===== src/rtl/bna_pkg.sv =====
// Package for the bitmap node allocator: field widths, codes, state type,
// the bit-find result struct and a mask helper.
// No dependencies; every other file of the block but bna_ram imports it.
`default_nettype none

package bna_pkg;

  // Field widths of the channels.
  localparam int MODE_W     = 2;
  localparam int NODE_IDX_W = 12;
  localparam int STATUS_W   = 2;
  localparam int TOTAL_W    = 13;

  // Bitmap word geometry.
  localparam int WORD_W = 16;
  localparam int BIT_W  = 4;

  localparam logic [WORD_W-1:0]  FULL_WORD        = 16'hFFFF;
  localparam logic [WORD_W-1:0]  TOP_BIT          = 16'h8000;
  localparam logic [BIT_W-1:0]   BIT_IN_WORD_MASK = 4'hF;
  localparam logic [TOTAL_W-1:0] TOTAL_RESET      = 13'd4096;
  localparam int                 MAX_NODES_DEF    = 4096;

  // Request codes.
  typedef enum logic [MODE_W-1:0] {
    MODE_ALLOC = 2'd0,
    MODE_FREE  = 2'd1,
    MODE_MARK  = 2'd2
  } mode_e_t;

  // Result codes.
  typedef enum logic [STATUS_W-1:0] {
    STATUS_OK    = 2'd0,
    STATUS_FULL  = 2'd1,
    STATUS_RANGE = 2'd2
  } status_t;

  // Sequencer states.
  typedef enum logic [2:0] {
    ST_CLEAR,
    ST_IDLE,
    ST_SCAN,
    ST_UPDATE,
    ST_RESULT
  } state_t;

  // First clear bit of a bitmap word, counted from the top bit.
  typedef struct packed {
    logic             hit;
    logic [BIT_W-1:0] pos;
  } find_t;

  // Mask of one slot within its word; slot 0 is the most significant bit.
  function automatic logic [WORD_W-1:0] bit_mask(input logic [BIT_W-1:0] pos);
    bit_mask = TOP_BIT >> pos;
  endfunction

endpackage

`default_nettype wire


===== src/rtl/bna_bit_find.sv =====
// Finds the first clear bit of one bitmap word, searching from the top bit.
// Depends on bna_pkg for the word width and the find_t result struct.
`default_nettype none

module bna_bit_find import bna_pkg::*; (
  input  wire logic [WORD_W-1:0] word,
  output      find_t             res
);

  // Priority search from the most significant bit down.
  always_comb begin
    res.hit = (word != FULL_WORD);
    res.pos = '0;
    for (int b = 0; b < WORD_W; b++) begin
      if (!word[b]) begin
        res.pos = BIT_W'(WORD_W - 1 - b);
      end
    end
  end

endmodule

`default_nettype wire


===== config.mk =====
export PLATFORM = sky130hd
export DESIGN_NAME = bna_bit_find
export DESIGN_NICKNAME = d
export VERILOG_FILES = /design/src/rtl/bna_pkg.sv /design/src/rtl/bna_bit_find.sv
export SDC_FILE = /design/constraint.sdc
export NUM_CORES = 1
export LEC_CHECK = 0
export ABC_AREA = 1
export ABC_CLOCK_PERIOD_IN_PS = 1000
export BUFFER_PORTS_ARGS = -buffer_cell sky130_fd_sc_hd__buf_4
export CAP_MARGIN = 20
export CORE_AREA = 2 2 39 41
export DETAILED_ROUTE_END_ITERATION = 12
export DIE_AREA = 0 0 41 43
export SLEW_MARGIN = 20
export SYNTH_ARGS = -nofsm -noshare
export SYNTH_HDL_FRONTEND = slang
export SYNTH_SLANG_ARGS = --single-unit

===== constraint.sdc =====
create_clock -name vclk -period 1
set_input_delay 0.05 -clock vclk [all_inputs]
set_output_delay 0.05 -clock vclk [all_outputs]
set_load 0.02 [all_outputs]

==> key figures <==
Status
  – Status: finished with violations
  – Failing checks: negative setup slack

Synthesis
  – Mapped Cells: 36
  – Mapped Avg Cell Area: 4.45 sq um
  – Net Count, Synth: 52
  – YS warnings: 0
  – Main combinational cell family by area after synthesis: simple AND/OR/NAND/NOR gates
  – Synth Area in Simple Gates: 0.836
  – Adder-cell area share of the yosys netlist: 0
  – Compound-Gate Fraction of Synth Area: 0.0938
  – Mapped Area: approximately 160 sq um
  – XOR/XNOR Fraction of Synth Area: 0
  – Netlist cell types: 8
  – Mux share of post-synthesis cell area: 0
  – Seq/Total Area, Yosys: 0

Placed design
  – Placer Congestion: 0.631
  – Post-DP HPWL: approximately 500 microns
  – PortBufs: 21
  – Pre-CTS WS: -0.113 ns

Global route
  – Total GRT Usage: 0.0579
  – Initial antenna violation count: 0
  – Largest net degree at the start of global routing: 4
  – Global route overflow: 0
  – Vias in the first global route: 237
  – First-pass GRT wire length: approximately 790 microns

Flow run
  – Max Cap Viol: 0

Clock tree
  – Setup Fix Bufs, Post-CTS: 0
  – Hold Buf Count CTS: 0

Route
  – Avg Vias per Cell: 4.05
  – 1st-iter DRT viols: 12
  – Post-detailed-route count of antenna-violating nets: 0
  – Routed via count: 304
  – # DRC: 0
  – First-pass DRT Iterations: 4
  – WL final: 555 microns
  – Wire per inst: 7.40 microns

Setup path
  – Critical path's top delay family: simple AND/OR/NAND/NOR gates
  – CP max stage delay: 0.15 ns
  – Crit path required time: 0.95 ns
  – Cell Chain, Critical Path: buf_6 -> inv_2 -> nand2_1 -> nand2_1 -> nand2_1 -> nand2_1 -> nand2_1 -> nand2_1 -> nand2_1 -> nand2_1 -> nand2_1 -> nand2_1 -> nand2_1 -> nand2_1 -> nand2_1 -> a21oi_2 -> buf_4
  – Crit-path slowest cell: buf_4
  – CP arrival: 1.02 ns
  – Critical path endpoint category: primary output
  – Crit-path most repeated cell: nand2_1
  – Worst path bufs/invs: 3
  – Setup crit start kind: input pin
  – Max FO, Critical Path: 2
  – Worst Path Class, Setup: in2out

STA
  – Count of final setup violators: 1
  – Slew @ Worst Pin: 0.168 ns
  – Max frequency: just over 900 MHz
  – Final setup margin: -0.0722 ns
  – Final period utilization: 1.07
  – Crit path time final: between 1 and 1.5 ns
  – Final hold viol count: 0
  – Slew Viols, Final: 0
  – Unrepaired setup endpoints after global routing: yes
  – Hold_ws: 0.386 ns
  – Relative slew slack: 0.887
  – Setup tns final: -0.0722 ns

Layout
  – Fillers: 156
  – Util after Layout: 0.260
  – Layout cell share with drive strength beyond 1: 0.424
  – Nets@finish: between 70 and 80
  – Multi-input gate area: ~150 sq um
  – ANT cells: 0
  – Area grow syn2layout: 125%
  – Seq. cell area: 0 sq um
  – CLK BUF: 0
  – Seq cells: 0

Worst hold path
  – HP Class: in2out

Floorplan
  – Area of the core: 1380 sq um
  – Die X-Extent: approximately 41 microns
  – Die area: around 1800 sq um
  – Site row count: 14
  – I/O pins: 21
  – DIE HEIGHT: between 40 and 50 microns
  – Starting Density: 0.116

Power and ir drop
  – Total power: about 130 uW
  – LEAKAGE: a little under 0.0002 uW
  – PwrDens: 350 nW/um^2
  – IR drop worst, VDD: between 100 and 150 uV
-- placed cells by master, fill, tap and decap left out --
cell and instances:
inv_2 1, buf_4 21, buf_6 2, a31oi_1 1
a21oi_2 1, nor3_1 1, nand4_1 4, inv_1 2
nor2_1 5, nand3_1 5, nand2_1 16
-- cell families after synthesis --
logic type / Yosys count
and+or+nand+nor: 31
buffers and inverters: 3
AOI/OAI and AO/OA: 2
-- final timing paths --
check / startpoint / to / slack (ns) / depth (start not counted)
setup / recovery: word[0] / res[0] / -0.07 / 17
hold / removal: word[14] / res[0] / 0.39 / 3
-- per-layer routing --
metal,vias up,track usage,wire length [microns]
met5,-,0,0
met4,0,0,0
met3,0,0,85
met2,19,0.100,228
met1,116,0.0823,242
li1,169,-,-
-- what timing repair did --
| action | CTS | global route |
|---|---|---|
| pin swaps | 4 | 3 |
| gates resized for setup | 3 | 0 |
| endpoints found under the setup margin | 2 | 2 |
-- synth_stat cells, drive strengths merged --
master / number / area [sq um]
nor2: 5 / 18.8
nand4: 4 / 25.0
nor3: 1 / 5.00
inv: 3 / 11.3
nand2: 16 / 60.1
a31oi: 1 / 6.26
a21oi: 1 / 8.76
nand3: 5 / 25.0
-- stage by stage --
step	cells	instance area (sq um)
2_1_floorplan	36	160
3_3_place_gp	75	353
3_5_place_dp	75	353
4_1_cts	75	360
5_1_grt	75	360
6_report	75	360
-- cell type report --
class / instances / area share
inverters: 3 / 0.0312
well taps: 16 / 0.0556
repair buffers: 23 / 0.500
multi-input cells: 33 / 0.413
-- power by group --
group          switching (uW)  internal (uW)  total, uW
Clock                       0              0          0
Combinational            54.2           72.0        126
Sequential                  0              0          0
-- tightest hold or removal path, stage by stage --
cell     delay (ns)
buf_4          0.09
a21oi_2        0.05
buf_4          0.14
(Power assumes the default switching activity.)
