--- src/rtl/bna_ram.sv ---
// Generic single-write, single-read RAM with a registered read port.
// No dependencies.
`default_nettype none

module bna_ram #(
  parameter int WIDTH = 16,
  parameter int DEPTH = 256
) (
  input  wire logic                                      clk,
  input  wire logic                                      wr_en,
  input  wire logic [$clog2(DEPTH > 1 ? DEPTH : 2)-1:0]  wr_addr,
  input  wire logic [WIDTH-1:0]                          wr_data,
  input  wire logic                                      rd_en,
  input  wire logic [$clog2(DEPTH > 1 ? DEPTH : 2)-1:0]  rd_addr,
  output      logic [WIDTH-1:0]                          rd_data
);

  logic [WIDTH-1:0] mem [DEPTH];

  // Write port.
  always_ff @(posedge clk) begin
    if (wr_en) begin
      mem[wr_addr] <= wr_data;
    end
  end

  // Registered read port.
  always_ff @(posedge clk) begin
    if (rd_en) begin
      rd_data <= mem[rd_addr];
    end
  end

endmodule

`default_nettype wire

--- config.mk ---
export PLATFORM = sky130hd
export DESIGN_NAME = bna_ram
export DESIGN_NICKNAME = d
export VERILOG_FILES = /design/src/rtl/bna_ram.sv
export SDC_FILE = /design/constraint.sdc
export NUM_CORES = 2
export LEC_CHECK = 0
export BUFFER_PORTS_ARGS = -buffer_cell sky130_fd_sc_hd__buf_2
export CORE_MARGIN = 1.5
export CORE_UTILIZATION = 38
export DETAILED_ROUTE_END_ITERATION = 16
export PLACE_DENSITY_LB_ADDON = 0.2
export SYNTH_ARGS = -nofsm -noshare
export SYNTH_HDL_FRONTEND = slang
export SYNTH_SLANG_ARGS = --single-unit
--- constraint.sdc ---
create_clock -name clk -period 2.3 [get_ports clk]
set_clock_uncertainty 0.2 [all_clocks]
set_input_delay 0 -clock clk [delete_from_list [all_inputs] [get_ports clk]]
set_output_delay 0 -clock clk [all_outputs]
set_load 0.01 [all_outputs]
==> impl_results.md <==
- Outcome: finished, violations left
- Failing checks: negative setup slack
- PnR worst setup slack: -598 ps
- Avg Cell Area, Syn: 21.6 sq um
- TritonCTS Buffers: 421
- Die height: 650 um
- WP data required: 2800 ps
- P per Cell Area: 827 mW/mm^2
- Synth Area in XOR/XNOR: 0%
- Tcrit/Tclk final: 126%
- Register clock-pin slew on the reported worst setup and hold paths: 60 ps
- Bufs and invs on worst path: 1
- Die width: 650 um
- 1st-iter DRT viols: 8559
- GRT Overall Usage: 21.9%
- Core Area: 0.416 sq mm
- Largest net degree at the start of global routing: 93
- Hold Vio Cnt, Final: 0
- Number of cells produced by synthesis: 7360
- I/O pin total: 51
- Share of the yosys chip area belonging to registers: 77.7%
- Seq pwr share: 52.2%
- Kind of critical path: flip-flop to flip-flop
- Leak: 61.9 nW
- Minimum clock period: 2900 ps
- Most Crowded Layer GR: met2
- Met1 GRT Util: 30.3%
- Wire length per cell: 32.6 um
- CP Max Fanout: 1
- First-pass GRT wire length: 656000 um
- Post-synth EDFFs: 4112
- Logic pwr share: 6.1%
- Setup_tns: -6590 ps
- Adder-cell share of the synthesized area: 0%
- DRT Pass-1 Iters: 5
- Post-synthesis simple-gate area fraction: 1.57%
- Cell Chain, Critical Path: mux4_2 > mux4_2 > a22o_4 > o32ai_4 > buf_6 > nor4_2
- Worst slew pin tran: 1120 ps
- Max-Cap Viols: 0
- Fmax achieved: 345 MHz
- Initial Util: 38.2%
- Share of cells above drive strength 1: 32.7%
- Slew margin rel.: 25.1%
- PortBufs: 50
- Via count of the routed design: 82.0k
- Met2 Resource Use GR: 35.9%
- Ys Warns: 0
- Netlist cell types: 51
- Primary FF master, synth: edfxtp_1
- Largest family of logic cells by synthesized area: multiplexers
- Via density: 5.67
- Yosys reg bits: 4112
- Post-DP HPWL: 297000 um
- Post-Route WL: 471000 um
- H-tree levels: 5
- Final Util: 46.1%
- Critical path capture point type: flip-flop
- Async set-or-reset flop fraction in the synthesized netlist: 0%
- Compound-Gate Fraction of Synth Area: 3.53%
- Mapped Area: 0.159 sq mm
- Layout Nets: 8640
- Global Route met3 Usage: 3.33%
- Worst Path Arrival: 3400 ps
- Clk sinks: 4112
- Switching power: 34.7 mW
- Vias in the first global route: 82.5k
- Clock Path Buffers: 4
- Startpoint Class: flip-flop
- Row count: 237
- Critical Path Slowest Stage Cell: mux4_2
- P_int: 124 mW
- Multiplexer area fraction after synthesis: 15.5%
- CP max stage delay: 550 ps
- CTS tree: built
- Hold Slack: 49.5 ps
- Sw frac: 21.9%
- Initial antenna violation count: 41
- Root buffer cell: clkbuf_16
- Area Growth Syn to Fin: 20.7%
- Worst path top cell family by delay: multiplexers
- Routability Congestion: 0.867
- Drc violations: 0
- Grt ovf: 0
- Post-Syn Nets: 7395
- Antenna violation net count after detailed routing: 0
- Die ar.: 0.422 sq mm
- Most frequent cells in the layout: edfxtp_1, buf_4, mux4_2
- Final setup viols: 16
- Commonest non-fill, non-tap cell in the layout: edfxtp_1
- Clock Latency Late Sink: 1000 ps
- CP most frequent cell: mux4_2
- Final Max Slew Viols: 0
- Clk pwr share: 41.7%
- Hold Crit Class: input pin to flip-flop
- VDD IR-drop max: 0.000670 V
- RSZ-0062 raised after global routing: true
-- sequential cells by signal, indices dropped and copies added (netlist names) --
signal and flops:
mem 4096, rd_data 16
-- worst paths after layout --
| check | slack (ps) | to | cells after the start | from |
|---|---|---|---|---|
| setup / recovery | -600 | rd_data[9]$_DFFE_PP_ | 6 | mem[63][9]$_DFFE_PP_ |
| hold / removal | 50 | mem[177][14]$_DFFE_PP_ | 4 | wr_addr[4] |
| setup reg to reg | -600 | rd_data[9]$_DFFE_PP_ | 6 | mem[63][9]$_DFFE_PP_ |
| hold reg to reg | 1070 | rd_data[7]$_DFFE_PP_ | 6 | mem[99][7]$_DFFE_PP_ |
-- metrics by stage --
stage	power (mW)	setup slack [ps]	std cells	instance area (sq um)
after floorplan	88.4	-65.0	7360	159000
after CTS	160	-661	14439	192000
after global placement	93.5	-1560	13613	177000
after global routing	163	-602	14446	192000
after detailed placement	93.6	-1480	13613	177000
final	159	-598	14455	192000
-- worst reg2reg max path: cells and delay by family (launching register included) --
kind                   cells  cell delay (ps)
muxes                      2             1100
DFF                        1              370
buffers and inverters      1              170
AOI/OAI and AO/OA          2              760
and+or+nand+nor            1               40
-- logic make-up (layout without fill, tap and decap cells) --
family,Yosys count,in the layout
flip-flops,4112,4112
multiplexers,1450,1450
AO/OA/AOI/OAI,786,786
AND/OR/NAND/NOR,556,556
buffers and inverters,456,2036
other,0,18
-- final cells by class --
cell class,instances,area (sq um)
Fill cell,34834,225000
Inverter,4,27.5
Antenna cell,18,45.0
Tap cell,5497,6880
Timing Repair Buffer,1274,14200
Clock inverter,237,2210
Multi-Input combinational cell,2792,34000
Sequential cell,4112,123000
Clock buffer,521,11000
-- power by group through the flow --
stage               combinational, mW  sequential (mW)  clock, mW
detailed placement               9.27             84.4          0
floorplan                        4.09             84.3          0
global placement                 9.15             84.4          0
global route                     10.1             82.7       70.1
CTS                              9.73             82.8       67.4
finish                           9.69             82.8       66.2
-- routing by layer --
layer / up-vias / part of all wire [%]
met4: 14 / 3.1
met2: 3055 / 49
met5: - / 0.020
met3: 585 / 6.7
met1: 44512 / 42
li1: 33856 / -
-- cell usage after synthesis, drive strengths merged (2+ instances only) --
master | number | area share, %
edfxtp | 4112 | 78
mux4 | 797 | 11
mux2i | 565 | 3.6
nor2 | 304 | 0.72
o221ai | 253 | 1.4
clkbuf | 230 | 0.54
buf | 222 | 1.1
a21oi | 175 | 0.55
o22ai | 148 | 0.58
nor3 | 92 | 0.29
mux2 | 88 | 0.62
a22oi | 43 | 0.20
nand2 | 38 | 0.090
o21ai | 38 | 0.12
nand3 | 35 | 0.11
a22o | 32 | 0.18
a221oi | 28 | 0.15
nand4 | 26 | 0.10
o32ai | 21 | 0.12
a211oi | 18 | 0.085
nor4 | 18 | 0.075
o31ai | 16 | 0.076
and3 | 11 | 0.043
nor2b | 9 | 0.035
a2111oi | 6 | 0.033
a31oi | 6 | 0.024
or2 | 5 | 0.020
inv | 4 | 0.0094
nand2b | 3 | 0.012
nand4b | 3 | 0.017
a21o | 2 | 0.0094
and2 | 2 | 0.0079
and4 | 2 | 0.011
nor4bb | 2 | 0.013
or3 | 2 | 0.0079
-- repair_timing --
action | in CTS | in global routing
hold buffers | 68 | 2
setup endpoints to repair | 16 | 795
buffers inserted | 0 | 1
endpoints found under the hold margin | 8207 | 117
pin swaps | 23 | 21
gates cloned | 0 | 0
resized for setup | 105 | 51
(Power assumes the default switching activity.)
